### src/hdl/bbc_pkg.sv
// Package of the bracket balance checker: sizes, character codes and shared types.
`default_nettype none

package bbc_pkg;

  localparam int STACK_DEPTH = 64;
  localparam int DEPTH_W     = $clog2(STACK_DEPTH + 1);
  localparam int OPEN_DEPTH_W = 7;

  localparam logic [1:0] BR_NONE   = 2'd0;
  localparam logic [1:0] BR_ROUND  = 2'd1;
  localparam logic [1:0] BR_SQUARE = 2'd2;
  localparam logic [1:0] BR_CURLY  = 2'd3;

  localparam logic [7:0] CH_NL     = 8'd10;
  localparam logic [7:0] CH_LROUND = 8'h28;
  localparam logic [7:0] CH_RROUND = 8'h29;
  localparam logic [7:0] CH_LSQ    = 8'h5B;
  localparam logic [7:0] CH_RSQ    = 8'h5D;
  localparam logic [7:0] CH_LCURLY = 8'h7B;
  localparam logic [7:0] CH_RCURLY = 8'h7D;
  localparam logic [7:0] CH_SLASH  = 8'h2F;
  localparam logic [7:0] CH_STAR   = 8'h2A;
  localparam logic [7:0] CH_SQUOTE = 8'h27;
  localparam logic [7:0] CH_DQUOTE = 8'h22;

  typedef enum logic [2:0] {
    MODE_NORMAL = 3'd0,
    MODE_LINE   = 3'd1,
    MODE_BLOCK  = 3'd2,
    MODE_CHARQ  = 3'd3,
    MODE_STRQ   = 3'd4
  } mode_t;

  // Bracket command from the lexer.
  typedef struct packed {
    logic       push;
    logic       pop;
    logic [1:0] code;
  } lex_cmd_t;

  // Open regions after the current character.
  typedef struct packed {
    logic open_block;
    logic open_char;
    logic open_str;
  } lex_status_t;

  // Shift control for the row of stack cells.
  typedef struct packed {
    logic push;
    logic pop;
  } shift_t;

  // Clamps the stack depth to the width of the reported depth field.
  function automatic logic [OPEN_DEPTH_W-1:0] sat_depth(input logic [DEPTH_W-1:0] d);
    logic [DEPTH_W+OPEN_DEPTH_W-1:0] wide;
    logic [DEPTH_W+OPEN_DEPTH_W-1:0] lim;
    wide = {{OPEN_DEPTH_W{1'b0}}, d};
    lim  = {{DEPTH_W{1'b0}}, {OPEN_DEPTH_W{1'b1}}};
    if (wide > lim) begin
      sat_depth = {OPEN_DEPTH_W{1'b1}};
    end else begin
      sat_depth = wide[OPEN_DEPTH_W-1:0];
    end
  endfunction

endpackage

`default_nettype wire

### src/hdl/bracket_balance_checker_top.sv
// Top level of the bracket balance checker: lexer, row of stack cells and result stage.
//
//   channel   | direction | tdata / tuser / tlast                        | item
//   ----------+-----------+----------------------------------------------+-----------------
//   s_        | in        | tdata[7:0] text_char, tlast stream_end       | one character
//   m_        | out       | tdata[11:0] flags and depth (see port list)  | one result a text
//
// One character is taken in every cycle unless the slave side stalls; its whole work is
// the lexer's classification plus one compare against the top cell and one shift of the
// row of stack cells. A result is registered, into the skid slot if the master stalls.
// Reset is synchronous and active high; the stack cells carry no reset and need no
// clearing pass, since only entries below the depth count are ever read.
// A result register and one skid slot follow the core, so characters keep flowing while
// a result waits; the slave side stalls only when both hold a result not yet taken.
`default_nettype none

module bracket_balance_checker_top (
  input  wire         clk,
  input  wire         rst,
  input  wire         s_tvalid,
  output logic        s_tready,
  input  wire  [7:0]  s_tdata,   // [7:0] text_char
  input  wire         s_tlast,   // stream_end
  output logic        m_tvalid,
  input  wire         m_tready,
  output logic [15:0] m_tdata    // [0] mismatch, [1] overflow, [2] open_block_comment,
                                 // [3] open_char_quote, [4] open_string_quote,
                                 // [11:5] open_depth, [15:12] zero
);
  import bbc_pkg::*;

  // Packed from the top bit down, so that mismatch lands in bit 0.
  typedef struct packed {
    logic [3:0]              pad;
    logic [OPEN_DEPTH_W-1:0] open_depth;
    logic                    open_str;
    logic                    open_char;
    logic                    open_block;
    logic                    overflow;
    logic                    mismatch;
  } result_t;

  logic         accept;
  lex_cmd_t     cmd;
  lex_status_t  status;
  shift_t       shift;

  logic [1:0]   cell_value [STACK_DEPTH];
  logic [DEPTH_W-1:0] depth;
  logic [DEPTH_W-1:0] depth_next;
  logic         mismatch;
  logic         mismatch_next;
  logic         overflow;
  logic         overflow_next;
  logic         stack_empty;
  logic         stack_full;

  result_t      result_new;
  result_t      out_data;
  result_t      skid_data;
  logic         out_valid;
  logic         skid_valid;
  logic         res_valid;
  logic         out_fire;

  // The slave side stalls only while the skid slot is occupied.
  assign s_tready = !skid_valid;
  assign accept   = s_tvalid && s_tready;

  bbc_lexer u_lexer (
    .clk       (clk),
    .rst       (rst),
    .accept    (accept),
    .last      (s_tlast),
    .text_char (s_tdata),
    .cmd       (cmd),
    .status    (status)
  );

  // Depth bookkeeping. The top of the stack always sits in cell zero, so the closer
  // compare needs no addressing at all.
  assign stack_empty = (depth == '0);
  assign stack_full  = (depth == DEPTH_W'(STACK_DEPTH));

  always_comb begin
    shift.push    = accept && cmd.push && !stack_full;
    shift.pop     = accept && cmd.pop && !stack_empty;
    overflow_next = overflow || (accept && cmd.push && stack_full);
    mismatch_next = mismatch ||
                    (accept && cmd.pop && (stack_empty || cell_value[0] != cmd.code));
    if (shift.push) begin
      depth_next = depth + DEPTH_W'(1);
    end else if (shift.pop) begin
      depth_next = depth - DEPTH_W'(1);
    end else begin
      depth_next = depth;
    end
  end

  // The row of cells: cell zero takes the new code on a push, and each deeper cell takes
  // its upper neighbour; on a pop each cell takes its lower neighbour. An opener dropped
  // on a full stack leaves the row untouched.
  for (genvar i = 0; i < STACK_DEPTH; i++) begin : g_cell
    logic [1:0] above;
    logic [1:0] below;
    if (i == 0) begin : g_top
      assign above = cmd.code;
    end else begin : g_inner
      assign above = cell_value[i-1];
    end
    if (i == STACK_DEPTH - 1) begin : g_bottom
      assign below = BR_NONE;
    end else begin : g_upper
      assign below = cell_value[i+1];
    end
    bbc_cell u_cell (
      .clk        (clk),
      .shift      (shift),
      .from_above (above),
      .from_below (below),
      .value      (cell_value[i])
    );
  end

  // Sticky flags and depth; the last character of a text clears them for the next one.
  always_ff @(posedge clk) begin
    if (rst) begin
      depth    <= '0;
      mismatch <= 1'b0;
      overflow <= 1'b0;
    end else if (accept && s_tlast) begin
      depth    <= '0;
      mismatch <= 1'b0;
      overflow <= 1'b0;
    end else begin
      depth    <= depth_next;
      mismatch <= mismatch_next;
      overflow <= overflow_next;
    end
  end

  // The result reflects the state after the last character has been taken in.
  always_comb begin
    result_new            = '0;
    result_new.mismatch   = mismatch_next;
    result_new.overflow   = overflow_next;
    result_new.open_block = status.open_block;
    result_new.open_char  = status.open_char;
    result_new.open_str   = status.open_str;
    result_new.open_depth = sat_depth(depth_next);
  end

  assign res_valid = accept && s_tlast;
  assign out_fire  = out_valid && m_tready;

  // Result register with one skid slot behind it. A new result goes straight to the
  // result register when that is free or draining, and into the skid slot otherwise.
  always_ff @(posedge clk) begin
    if (rst) begin
      out_valid  <= 1'b0;
      skid_valid <= 1'b0;
    end else if (!out_valid || out_fire) begin
      if (skid_valid) begin
        out_valid  <= 1'b1;
        skid_valid <= 1'b0;
      end else begin
        out_valid  <= res_valid;
      end
    end else if (res_valid) begin
      skid_valid <= 1'b1;
    end
  end

  always_ff @(posedge clk) begin
    if (!out_valid || out_fire) begin
      if (skid_valid) begin
        out_data <= skid_data;
      end else if (res_valid) begin
        out_data <= result_new;
      end
    end else if (res_valid) begin
      skid_data <= result_new;
    end
  end

  assign m_tvalid = out_valid;
  assign m_tdata  = out_data;

endmodule

`default_nettype wire

### src/hdl/bbc_cell.sv
// One cell of the bracket stack: a two-bit entry that shifts with its neighbours.
`default_nettype none

module bbc_cell (
  input  wire              clk,
  input  wire bbc_pkg::shift_t shift,
  input  wire  [1:0]       from_above,
  input  wire  [1:0]       from_below,
  output logic [1:0]       value
);
  import bbc_pkg::*;

  // A push moves every entry one cell deeper; a pop moves them one cell up.
  always_ff @(posedge clk) begin
    if (shift.push) begin
      value <= from_above;
    end else if (shift.pop) begin
      value <= from_below;
    end
  end

endmodule

`default_nettype wire

### src/hdl/bbc_lexer.sv
// Lexical tracker: comment and quote modes and the bracket command of each character.
`default_nettype none

module bbc_lexer (
  input  wire                     clk,
  input  wire                     rst,
  input  wire                     accept,
  input  wire                     last,
  input  wire  [7:0]              text_char,
  output bbc_pkg::lex_cmd_t       cmd,
  output bbc_pkg::lex_status_t    status
);
  import bbc_pkg::*;

  mode_t mode;
  mode_t mode_next;
  logic  prev_slash;
  logic  prev_slash_next;
  logic  prev_star;
  logic  prev_star_next;

  always_comb begin
    mode_next       = mode;
    prev_slash_next = prev_slash;
    prev_star_next  = prev_star;
    case (mode)
      MODE_LINE: begin
        if (text_char == CH_NL) begin
          mode_next = MODE_NORMAL;
        end
      end
      MODE_BLOCK: begin
        if (text_char == CH_SLASH && prev_star) begin
          mode_next      = MODE_NORMAL;
          prev_star_next = 1'b0;
        end else begin
          prev_star_next = (text_char == CH_STAR);
        end
      end
      MODE_CHARQ: begin
        if (text_char == CH_SQUOTE) begin
          mode_next = MODE_NORMAL;
        end
      end
      MODE_STRQ: begin
        if (text_char == CH_DQUOTE) begin
          mode_next = MODE_NORMAL;
        end
      end
      default: begin
        prev_slash_next = 1'b0;
        case (text_char)
          CH_SLASH: begin
            if (prev_slash) begin
              mode_next = MODE_LINE;
            end else begin
              prev_slash_next = 1'b1;
            end
          end
          CH_STAR: begin
            if (prev_slash) begin
              mode_next      = MODE_BLOCK;
              prev_star_next = 1'b0;
            end
          end
          CH_SQUOTE: mode_next = MODE_CHARQ;
          CH_DQUOTE: mode_next = MODE_STRQ;
          default: ;
        endcase
      end
    endcase
  end

  always_comb begin
    cmd = '0;
    case (mode)
      MODE_NORMAL: begin
        case (text_char)
          CH_LROUND: begin cmd.push = 1'b1; cmd.code = BR_ROUND;  end
          CH_LSQ:    begin cmd.push = 1'b1; cmd.code = BR_SQUARE; end
          CH_LCURLY: begin cmd.push = 1'b1; cmd.code = BR_CURLY;  end
          CH_RROUND: begin cmd.pop  = 1'b1; cmd.code = BR_ROUND;  end
          CH_RSQ:    begin cmd.pop  = 1'b1; cmd.code = BR_SQUARE; end
          CH_RCURLY: begin cmd.pop  = 1'b1; cmd.code = BR_CURLY;  end
          default:   cmd.code = BR_NONE;
        endcase
      end
      default: cmd.code = BR_NONE;
    endcase
    status.open_block = (mode_next == MODE_BLOCK);
    status.open_char  = (mode_next == MODE_CHARQ);
    status.open_str   = (mode_next == MODE_STRQ);
  end

  // The last character of a text returns the tracker to its reset state.
  always_ff @(posedge clk) begin
    if (rst) begin
      mode       <= MODE_NORMAL;
      prev_slash <= 1'b0;
      prev_star  <= 1'b0;
    end else if (accept) begin
      if (last) begin
        mode       <= MODE_NORMAL;
        prev_slash <= 1'b0;
        prev_star  <= 1'b0;
      end else begin
        mode       <= mode_next;
        prev_slash <= prev_slash_next;
        prev_star  <= prev_star_next;
      end
    end
  end

endmodule

`default_nettype wire

### config.mk
export PLATFORM = sky130hd
export DESIGN_NAME = bracket_balance_checker_top
export DESIGN_NICKNAME = d
export VERILOG_FILES = /design/src/hdl/bbc_pkg.sv /design/src/hdl/bracket_balance_checker_top.sv /design/src/hdl/bbc_cell.sv /design/src/hdl/bbc_lexer.sv
export SDC_FILE = /design/constraint.sdc
export NUM_CORES = 1
export LEC_CHECK = 0
export ABC_CLOCK_PERIOD_IN_PS = 5200
export BUFFER_PORTS_ARGS = -buffer_cell sky130_fd_sc_hd__clkbuf_2
export CAP_MARGIN = 40
export CORE_ASPECT_RATIO = 0.8
export CORE_MARGIN = 5
export CORE_UTILIZATION = 62
export DETAILED_ROUTE_END_ITERATION = 7
export HOLD_SLACK_MARGIN = 0.03
export PLACE_DENSITY = 0.89
export SLEW_MARGIN = 40
export SYNTH_ARGS = -nofsm -noshare
export SYNTH_HDL_FRONTEND = slang
export SYNTH_SLANG_ARGS = --single-unit
### constraint.sdc
create_clock -name clk -period 5.2 [get_ports clk]
set_input_delay 0 -clock clk [delete_from_list [all_inputs] [get_ports clk]]
set_output_delay 0 -clock clk [all_outputs]
set_load 0.1 [all_outputs]
; ---- Word level (Yosys, flattened, before mapping)
; Cells that the tools add are included.
[word_totals]
register_bits = 168
inputBits = 13
word_cells = 302
[classes]
add_sub_neg = 2
n_eq_ne = 22
muxes = 156
n_bitwise = 1
reduce_logical = 37
[op_table]
columns = operator, n
row1 = $mux 2, 130
row2 = $eq 8x6->1 const B, 6
row3 = $eq 8x7->1 const B, 4
row4 = $mux 12, 2
row5 = $pmux 3 s4, 2
row6 = $mux 3, 7
row7 = $mux 7, 2
row8 = $eq 3x2->1 const B, 4
row9 = $mux 1, 11
row10 = $logic_and 1x1->1, 10
row11 = $reduce_or 2->1, 5
row12 = $reduce_or 3->1, 3
row13 = $eq 8x4->1 const B, 1
row14 = $add 7x1->7 const B, 1
row15 = $eq 7x7->1 const B, 1
row16 = $logic_not 7->1, 1
row17 = $sub 7x1->7 const B, 1
row18 = $eq 3x3->1 const B, 2
row19 = $pmux 2 s3, 1
row20 = $reduce_and 2->1, 3
row21 = $reduce_bool 3->1, 2
row22 = $logic_not 1->1, 4
row23 = $logic_or 1x1->1, 4
row24 = $ne 2x1->1 const B, 2
row25 = other kinds (8), 9

; ---- Depth between registers and ports, before layout
; Gate-level depths: netlist of the first run.
[logic_depth]
word_depth = 10
mapped_depth = 10
depth_no_buf = 7

; ---- By module
; A second synthesis of the first run with hierarchy kept.
[unflattened]
cells_unflattened = 556
hier_area_um2 = 8010.2
[by_module_without_submodules]
columns = module, instances, cells_per_inst, area_each_um2, seq_area_each_um2
row1 = bbc_cell, 64, 5, 88.8, 60.1
row2 = bracket_balance_checker_top, 1, 139, 1605.3, 940.9
row3 = bbc_lexer, 1, 97, 719.4, 100.1

; ---- Worst setup path before layout of the first run
; OpenSTA, ideal clock, no wires.
[synth_timing]
path_kind = reg-to-reg
from = register u_lexer.mode[2]
to = register g_cell[0].u_cell.value[0] (enable)
setup_time_ns = 0.433
arrival_time_ns = 3.431
required_time_ns = 4.767
path_slack_ns = 1.336
path_stages_with_launch = 8
path_buffers = 3
period_less_slack_ns = 3.864
cell_sequence = dfxtp_1 > buf_2 > or3_1 > buf_2 > or3_1 > nor3_4 > buf_2 > or2_2
[synth_via]
elab_chain_len = 5
word_cells_on_any_way = 7
[synth_rtl]
columns = item, line
row1 = start: declaration, bbc_lexer.sv:15  ; mode_t mode;
row2 = start signal: assignment, bbc_lexer.sv:107  ; mode <= mode_next;
row3 = $logic_not 3->1 *, bbc_lexer.sv:76  ; case (mode)
row4 = $mux 2 *, bbc_lexer.sv:76
row5 = $logic_and 1x1->1 (on tied branches) (2 in series), "bracket_balance_checker_top.sv:87, bracket_balance_checker_top.sv:86"
row6 = $reduce_bool 2->1 (no source line) *, --
row7 = end signal: assignment, bbc_cell.sv:16  ; value <= from_above;
row8 = end signal: assignment, bbc_cell.sv:18  ; value <= from_below;
row9 = end: declaration, bbc_cell.sv:9  ; output logic [1:0] value
; Every way passes the cells marked *; elsewhere a longest branch is shown, timed or not.
; A chain may end at the register's enable or synchronous reset.

; ---- Worst setup path after layout of the first run
[layout_timing]
from = register u_lexer.mode[1]
to = register g_cell[12].u_cell.value[1] (enable)
[layout_via]
elab_chain_len = 5
word_cells_on_any_way = 7
[layout_rtl]
columns = item, line
row1 = $logic_not 3->1 *, bbc_lexer.sv:76
row2 = $mux 2 *, bbc_lexer.sv:76
row3 = $logic_and 1x1->1 (on tied branches) (2 in series), "bracket_balance_checker_top.sv:87, bracket_balance_checker_top.sv:86"
row4 = $reduce_bool 2->1 (no source line) *, --
row5 = end signal: assignment, bbc_cell.sv:16
row6 = end signal: assignment, bbc_cell.sv:18
row7 = end: declaration, bbc_cell.sv:9
; Marked as above.

==> results.md, run 1 <==
* RSZ-0062 raised after global routing: no
* Max-cap violations at 0
* Fin nets at 837
* Peak VDD IR at 0.230 mV
* Layout cells sized above 1 at 8.51%
* Most common cell after layout, fill and taps aside: nand2_1
* CTS root buf: clkbuf_16
* Initial DRT Pass Iterations at 5
* Crit path arrival time at 3.59 ns
* Slew HR at 45.8%
* Die ar. at 15100 um2
* Most frequent cells in the layout: 394 x nand2_1, 152 x edfxtp_1, 26 x clkbuf_2
* Vias/cell at 5.61
* Post-synthesis sequential area ratio at 61.7%
* Worst Hold Class: in2reg
* Synthesized instance count at 809
* Power per Cell Area at 314 nW/um2
* PostCTS Resize Cnt at 0
* Overall die height at 111 um
* Setup crit start kind: flop
* R2r worst-path depth at 5
* Average size of a mapped cell at 9.79 um2
* # Post-CTS Setup Buffers at 0
* Fmax at 286 MHz
* Antenna violations before repair at 0
* Drt first-iter violations at 745
* Io pins at 31
* FILL cells at 905
* Post-CTS Hold Buffers at 5
* Critical Path RT at 5.29 ns
* Initial core utilization at 64.2%
* Synthesized flop and latch total at 168
* # rows at 36
* Synth warnings at 0
* DRC viols at 0
* Vias at 5635
* Internal Power at 2.17 mW
* Layout Skew at 0.00650 ns
* CTS tree: done
* Final slew viol count at 0
* Power Total at 2.75 mW
* Final Hold Fails at 0
* CTS clock-pin slew for the worst setup and hold paths at 0.06 ns
* WHS at 0.104 ns
* Netlist cell types at 64
* Die X at 136 um
* Post-synthesis cell area at 7920 um2
* Crit end category: flop
* Clock sinks at 168
* Wire per inst at 14.8 um
* Layout Area Growth over Synthesis at 10.4%
* Final Critical Period at 3.50 ns
* Clock Power Share at 42.9%
* EDFF count, synth at 152
* Routability cong. at 0.961
* Critical path type: reg2reg
* Synth Flop Type: edfxtp_1
* Total congestion overflow at 0
* Final core utilization at 70.8%
* FFs w/ async S/R, synth at 0%
* Clock Path Buffers at 2
* Crit-path max FO at 56
* Tcrit/Tclk final at 67.2%
* Hold depth at 5
* Tot GR Track Use at 20.2%
* First-pass GRT wire length at 24400 um
* Total negative slack at 0 ns
* Num CTS Buffers at 17
* Max H-tree Level at 4
* Comb pwr share at 3.7%
* Final WL at 14900 um
* Status: complete, no violations
* Diodes inserted at 0
* Leakage at 3.43 nW
* Setup slack, reg-to-reg at 1.70 ns
* Area of the core at 12300 um2
* Post-route ant nets at 0
* Clk_lat worst skew at 0.43 ns
* Sw Ratio at 20.9%
* Least-Margin Pin Slew at 0.802 ns
* Net Sw Power at 0.573 mW
* Reg power frac at 53.4%
* Largest net degree at the start of global routing at 120
* Hpwl dp at 9310 um
* PortBufs at 26
* # setup viols final at 0
* Vias in the first global route at 5008
==> cells by family after synthesis <==
logic type,count (synthesis),share of synthesized area [%]
AOI/OAI and AO/OA,61,5.48
DFF,168,61.7
adders and majority gates,3,0.474
xor gates and xnor gates,3,0.332
muxes,6,0.790
other,1,0.0474
buffers and inverters,54,3.37
and+or+nand+nor,513,27.8
==> final cells by class <==
cell class                 count  area, um2  area share [%]
sequential                   168       4890            55.9
clock inverter                14        114            1.30
timing repair buffer          38        282            3.22
multi-input combinational    590       2800            32.0
clock buffer                  18        429            4.91
inverter                       6       22.5           0.258
tap                          171        214            2.45
==> critical path, stage by stage, from the launching register on <==
cell and delay (ns):
dfxtp_1 0.44, or3_1 0.52, or3_1 0.49, nor3_4 0.49, or2_4 0.72, buf_4 0.45
==> routing by layer <==
| layer | part of all wire (%) | track usage, % | routed length [um] | up-vias |
|---|---|---|---|---|
| met4 | 1.5 | 6.78 | 221 | 0 |
| met5 | 0 | 0 | 0 | - |
| li1 | - | - | - | 2792 |
| met1 | 46 | 31.0 | 6880 | 2613 |
| met2 | 45 | 28.8 | 6750 | 203 |
| met3 | 6.8 | 4.36 | 1010 | 27 |
==> registers in the layout (all words and copies together) (netlist names) <==
register and cells:
m_tdata 12, overflow 1, u_lexer.mode 3, skid_data 12, m_tvalid 1, u_lexer.prev_star 1
mismatch 1, u_lexer.prev_slash 1, g_cell.u_cell.value 128, skid_valid 1, depth 7
==> worst paths after layout <==
| path | start | end |
|---|---|---|
| min reg2reg | mismatch$_SDFF_PP0_ | mismatch$_SDFF_PP0_ |
| max reg2reg | u_lexer.mode[1]$_SDFFE_PP0P_ | g_cell[12].u_cell.value[1]$_DFFE_PP_ |
| max | u_lexer.mode[1]$_SDFFE_PP0P_ | g_cell[12].u_cell.value[1]$_DFFE_PP_ |
| min | s_tdata[3] | u_lexer.prev_slash$_SDFFE_PP0P_ |
==> power groups by stage <==
stage	logic (mW)	clock network, mW	registers [mW]
6_report	0.102	1.18	1.47
5_1_grt	0.109	1.24	1.47
4_1_cts	0.101	1.19	1.47
3_5_place_dp	0.0977	0	1.49
3_3_place_gp	0.0965	0	1.49
2_1_floorplan	0.0502	0	1.52
==> stage by stage <==
stage          cells  instance area, um2  setup slack (ns)
3_5_place_dp     967                8120              1.72
6_report        1005                8740              1.70
2_1_floorplan    812                7930              1.34
5_1_grt         1005                8740              1.49
3_3_place_gp     966                8090              1.78
4_1_cts         1004                8710              1.73
==> cells in the mapped netlist, types with 2 or more instances <==
cell type | n | area, um2
a211oi_1 | 2 | 15.0
a21boi_0 | 2 | 15.0
a21oi_1 | 11 | 55.1
a22oi_1 | 2 | 15.0
a31oi_1 | 4 | 25.0
a32oi_1 | 2 | 17.5
a41oi_1 | 3 | 26.3
and2_1 | 5 | 31.3
and3_1 | 7 | 43.8
and3b_1 | 3 | 26.3
and4_1 | 2 | 17.5
buf_1 | 2 | 7.51
buf_2 | 5 | 25.0
buf_4 | 15 | 113
clkbuf_1 | 25 | 93.8
dfxtp_1 | 16 | 320
edfxtp_1 | 152 | 4560
ha_1 | 3 | 37.5
inv_1 | 6 | 22.5
mux2_2 | 2 | 22.5
mux2i_1 | 4 | 40.0
nand2_1 | 394 | 1480
nand2b_1 | 7 | 43.8
nand3_1 | 13 | 65.1
nand3b_1 | 3 | 22.5
nand4_1 | 10 | 62.6
nor2_1 | 20 | 75.1
nor2b_1 | 3 | 18.8
nor3_1 | 22 | 110
nor3b_1 | 6 | 45.0
o211ai_1 | 3 | 22.5
o21a_1 | 4 | 30.0
o21ai_0 | 5 | 25.0
o31ai_1 | 7 | 52.6
o41ai_1 | 2 | 17.5
or2_2 | 3 | 18.8
or3_1 | 4 | 25.0
or3b_2 | 2 | 17.5
xnor2_1 | 3 | 26.3
Note: power is estimated with default switching activity, not from simulation.
==> inputs of run 2 (changes only) <==
Settings changed: ABC_CLOCK_PERIOD_IN_PS 5200 to 2870, CORE_UTILIZATION 62 to 56, PLACE_DENSITY 0.89 to 0.85.
Clock period 5.2 ns to 2.87 ns, I/O delays scaled along.
==> results.md, run 2 (synthesis results as in run 1) <==
* Status: complete, no violations
* Max FFs per register at 128
* Largest net degree at the start of global routing at 127
* Layout Area Growth over Synthesis at 13.5%
* Wire per inst at 15.6 um
* Peak VDD IR at 0.463 mV
* Leakage at 3.55 nW
* Critical path type: reg2reg
* Power Total at 5.28 mW
* First-pass GRT wire length at 26500 um
* Io pins at 31
* Worst path bufs/invs at 1
* CP max stage delay at 0.47 ns
* Fin cells at 1028
* R2r worst-path depth at 6
* Final slew viol count at 0
* Max-cap violations at 0
* Critical Path RT at 3.01 ns
* Design Area, Final at 8990 um2
* Max H-tree Level at 4
* Vias in the first global route at 5412
* Hpwl dp at 9600 um
* Tcrit/Tclk final at 89.4%
* Most frequent cells in the layout: 394 x nand2_1, 152 x edfxtp_1, 26 x clkbuf_2
* Area of the core at 13700 um2
* Clk_lat worst skew at 0.43 ns
* WHS at 0.101 ns
* Clock sinks at 168
* CP cell instances: or3_1 -> buf_4 -> nor4_2 -> mux2i_1 -> nor4bb_1 -> o21ai_0
* Overall die height at 116 um
* Slowest cell on crit path: nor4bb_1
* Worst Hold Class: in2reg
* Hold_sp: s_tdata[5]
* Setup crit start kind: flop
* Delay-heaviest family, CP: simple AND/OR/NAND/NOR gates
* Total congestion overflow at 0
* Least-Margin Pin Slew at 0.603 ns
* Crit end category: flop
* Setup slack, reg-to-reg at 0.30 ns
* Initial DRT Pass Iterations at 5
* # rows at 38
* Crit path arrival time at 2.71 ns
* Final WL at 16000 um
* Reg-to-Reg End: m_tdata[0]$_DFFE_PP_
* Diodes inserted at 0
* Biggest register: g_cell.u_cell.value
* Worst hold endpoint: g_cell[0].u_cell.value[0]$_DFFE_PP_
* # Post-CTS Setup Buffers at 0
* CTS clock-pin slew for the worst setup and hold paths at 0.06 ns
* CTS tree: done
* Initial core utilization at 57.8%
* Die X at 143 um
* Slew HR at 59.5%
* Vias/cell at 5.65
* Final Hold Fails at 0
* Layout cells sized above 1 at 10.6%
* Fmax at 390 MHz
* RSZ-0062 raised after global routing: no
* Hold depth at 3
* # setup viols final at 0
* Dpl cell area at 8310 um2
* Drt first-iter violations at 575
* Clock Path Buffers at 2
* Final Critical Period at 2.57 ns
* Power per Cell Area at 587 nW/um2
* Crit-path max FO at 6
* DRC viols at 0
* Fin nets at 851
* Routability cong. at 0.967
* Layout Skew at 0.00919 ns
* Worst r2r src: u_lexer.mode[0]$_SDFFE_PP0P_
* Tot GR Track Use at 20.1%
* Antenna violations before repair at 0
* PortBufs at 26
* Num CTS Buffers at 17
* CTS root buf: clkbuf_16
* Most common cell after layout, fill and taps aside: nand2_1
* Post-route ant nets at 0
* Die ar. at 16600 um2
* DP Cell Count at 991
* Vias at 5808
[run 2: routing by layer]
layer / track usage [%] / wire (um)
met1: 28.0 / 7130
met2: 31.4 / 7550
met3: 5.36 / 1080
met4: 5.83 / 257
met5: 0 / 0
[run 2: area by class of cell]
class / instances / area [um2]
clock buffers: 21 / 460
flip-flops and latches: 168 / 4880
clock inverters: 11 / 173
multi-input cells: 590 / 2800
well taps: 180 / 225
fillers: 1041 / 4700
inverters: 6 / 22.5
repair buffers: 52 / 425
[run 2: power breakdown]
| part | switching [mW] | internal (mW) | total, mW |
|---|---|---|---|
| clock | 0.925 | 1.50 | 2.43 |
| sequential | 0.00560 | 2.65 | 2.65 |
| combinational | 0.152 | 0.0428 | 0.195 |
[run 2: timing repair]
| item | in CTS | in global routing |
|---|---|---|
| gates resized for setup | 0 | 0 |
| hold buffers | 5 | 0 |
| hold endpoints to repair | 7 | 0 |
[run 2: worst min-delay path: stages]
cell and delay (ns):
clkbuf_2 0.16, a21oi_1 0.09, a21oi_1 0.15
[run 2: per-stage QoR]
step           TNS, ns  util (%)  setup WS [ns]
5_1_grt              0      65.6          0.111
6_report             0      65.6          0.303
4_1_cts              0      65.6          0.326
3_5_place_dp         0      60.7          0.474
3_3_place_gp         0      60.7          0.610
2_1_floorplan   -33.50         -         -0.262
[run 2: worst max-delay path by stage]
stage | from | endpoint | slack [ns] | cells past startpoint
finish | u_lexer.mode[0]$_SDFFE_PP0P_ | m_tdata[0]$_DFFE_PP_ | 0.30 | 6
global route | u_lexer.mode[0]$_SDFFE_PP0P_ | m_tdata[0]$_DFFE_PP_ | 0.11 | 6
CTS | u_lexer.mode[0]$_SDFFE_PP0P_ | m_tdata[0]$_DFFE_PP_ | 0.33 | 6
detailed placement | u_lexer.mode[0]$_SDFFE_PP0P_ | m_tdata[0]$_DFFE_PP_ | 0.47 | 6
global placement | s_tdata[7] | g_cell[63].u_cell.value[0]$_SDFFCE_PP0P_ | 0.61 | 7
floorplan | u_lexer.mode[2]$_SDFFE_PP0P_ | g_cell[0].u_cell.value[0]$_DFFE_PP_ | -0.26 | 7
==> inputs of run 3 (changes only) <==
Settings changed: CORE_MARGIN 5 to default, SETUP_SLACK_MARGIN from default to 0.5.
==> results.md, run 3 (synthesis results as in run 1) <==
* Die X at 135 um
* Clock Path Buffers at 2
* Setup slack, reg-to-reg at 0.60 ns
* Fin nets at 854
* DRC viols at 0
* Delay-heaviest family, CP: simple AND/OR/NAND/NOR gates
* Design Area, Final at 9070 um2
* CTS clock-pin slew for the worst setup and hold paths at 0.06 ns
* Dpl ws at 0.317 ns
* Io pins at 31
* Critical path startpoint: u_lexer.mode[1]$_SDFFE_PP0P_
* Die ar. at 14600 um2
* Fmax at 440 MHz
* Total congestion overflow at 0
* Critical path endpoint: g_cell[42].u_cell.value[0]$_DFFE_PP_
* Slew HR at 59.8%
* Num CTS Buffers at 17
* Sw Ratio at 20.4%
* Most common cell after layout, fill and taps aside: nand2_1
* Post-route ant nets at 0
* Worst path bufs/invs at 1
* DP Cell Count at 989
* Biggest register: g_cell.u_cell.value
* Initial DRT Pass Iterations at 5
* Antenna violations before repair at 0
* Reg-to-Reg End: g_cell[42].u_cell.value[0]$_DFFE_PP_
* Peak VDD IR at 0.466 mV
* Power per Cell Area at 579 nW/um2
* Net Sw Power at 1.07 mW
* Final core utilization at 66.2%
* R2r worst-path depth at 5
* Clock Power Share at 45.7%
* Internal Power at 4.18 mW
* Fin cells at 1031
* Final Hold Fails at 0
* Diodes inserted at 0
* Clk_lat worst skew at 0.43 ns
* WHS at 0.0641 ns
* Comb pwr share at 3.8%
* Vias at 5823
* Wire per inst at 15.9 um
* Hpwl dp at 9300 um
* Final setup margin at 0.598 ns
* First-pass GRT wire length at 27100 um
* Vias/cell at 5.65
* Final slew viol count at 0
* Overall die height at 108 um
* Least-Margin Pin Slew at 0.602 ns
* Area of the core at 13700 um2
* Tcrit/Tclk final at 79.2%
* Total negative slack at 0 ns
* RSZ-0062 raised after global routing: no
* PortBufs at 26
* Layout Area Growth over Synthesis at 14.5%
* Stages on the worst setup path at 5
* Layout cells sized above 1 at 11.3%
* Setup crit start kind: flop
* Status: complete, no violations
* # rows at 38
* Drt first-iter violations at 658
* CTS root buf: clkbuf_16
* Slowest cell on crit path: or3_4
* Most frequent cells in the layout: 394 x nand2_1, 152 x edfxtp_1, 26 x clkbuf_2
* Clock sinks at 168
* Routability cong. at 0.930
* Worst r2r src: u_lexer.mode[1]$_SDFFE_PP0P_
* # setup viols final at 0
* Crit-path max FO at 46
* CTS tree: done
* Power Total at 5.25 mW
* Leakage at 3.59 nW
* Final WL at 16300 um
* Max H-tree Level at 4
* Largest net degree at the start of global routing at 127
* CP max stage delay at 0.41 ns
* Crit path arrival time at 2.39 ns
* Max FFs per register at 128
* Tot GR Track Use at 24.3%
* CP cell instances: or3_1 -> or3_4 -> nor3_4 -> or2_4 -> buf_16
* Layout Skew at 0.0111 ns
* Vias in the first global route at 5351
* Critical Path RT at 2.98 ns
* Max-cap violations at 0
* Dpl cell area at 8280 um2
* Worst Hold Class: in2reg
* Initial core utilization at 57.8%
* Critical path type: reg2reg
* Reg power frac at 50.6%
* Crit end category: flop
* Final Critical Period at 2.27 ns
==> run 3: cell types whose count changed in the layout (fill, tap and decap cells not counted), moves of 3 or more <==
cell | previous run | this run
clkbuf_8 | 2 | 5
clkinvlp_4 | 4 | 1
dfxtp_1 | 16 | 13
dfxtp_2 | 0 | 3
==> run 3: worst min-delay path by stage <==
stage,depth (start not counted),end,startpoint,slack (ns)
after CTS,3,g_cell[0].u_cell.value[0]$_DFFE_PP_,s_tdata[5],0.06
after global placement,2,u_lexer.mode[1]$_SDFFE_PP0P_,rst,0.31
after detailed placement,2,u_lexer.mode[1]$_SDFFE_PP0P_,rst,0.31
final,3,g_cell[0].u_cell.value[0]$_DFFE_PP_,s_tdata[5],0.06
after floorplan,3,u_lexer.mode[2]$_SDFFE_PP0P_,s_tlast,0.21
after global routing,3,g_cell[0].u_cell.value[0]$_DFFE_PP_,s_tdata[5],0.11
==> run 3: worst reg2reg max path: stages (launching register included) <==
cell     delay (ns)
dfxtp_2        0.40
or3_1          0.35
or3_4          0.41
nor3_4         0.27
or2_4          0.26
buf_16         0.26
==> run 3: area by class of cell <==
| type | count | area [um2] |
|---|---|---|
| Timing Repair Buffer | 55 | 474 |
| Clock buffer | 25 | 505 |
| Multi-Input combinational cell | 590 | 2840 |
| Sequential cell | 168 | 4890 |
| Inverter | 6 | 22.5 |
| Tap cell | 180 | 225 |
| Fill cell | 1013 | 4620 |
| Clock inverter | 7 | 116 |
==> run 3: power groups by stage <==
stage	Combinational (mW)	Sequential [mW]	Clock, mW
finish	0.197	2.65	2.40
global route	0.210	2.65	2.51
CTS	0.194	2.65	2.42
detailed placement	0.185	2.71	0
global placement	0.183	2.71	0
floorplan	0.0917	2.76	0
==> run 3: layer usage <==
layer / global-route usage [%] / part of all wire [%] / vias up / routed length, um
met2: 36.9 / 47 / 245 / 7630
met4: 8.67 / 1.5 / 0 / 252
li1: - / - / 2826 / -
met3: 5.06 / 6.4 / 29 / 1050
met5: 0 / 0 / - / 0
met1: 34.8 / 45 / 2723 / 7410
==> run 3: repair_timing <==
action,in CTS,in global routing
endpoints found under the setup margin,35,229
endpoints found under the hold margin,7,0
pin swaps,1,2
resized for setup,4,8
buffers inserted,0,3
gates cloned,1,0
hold buffers,6,0
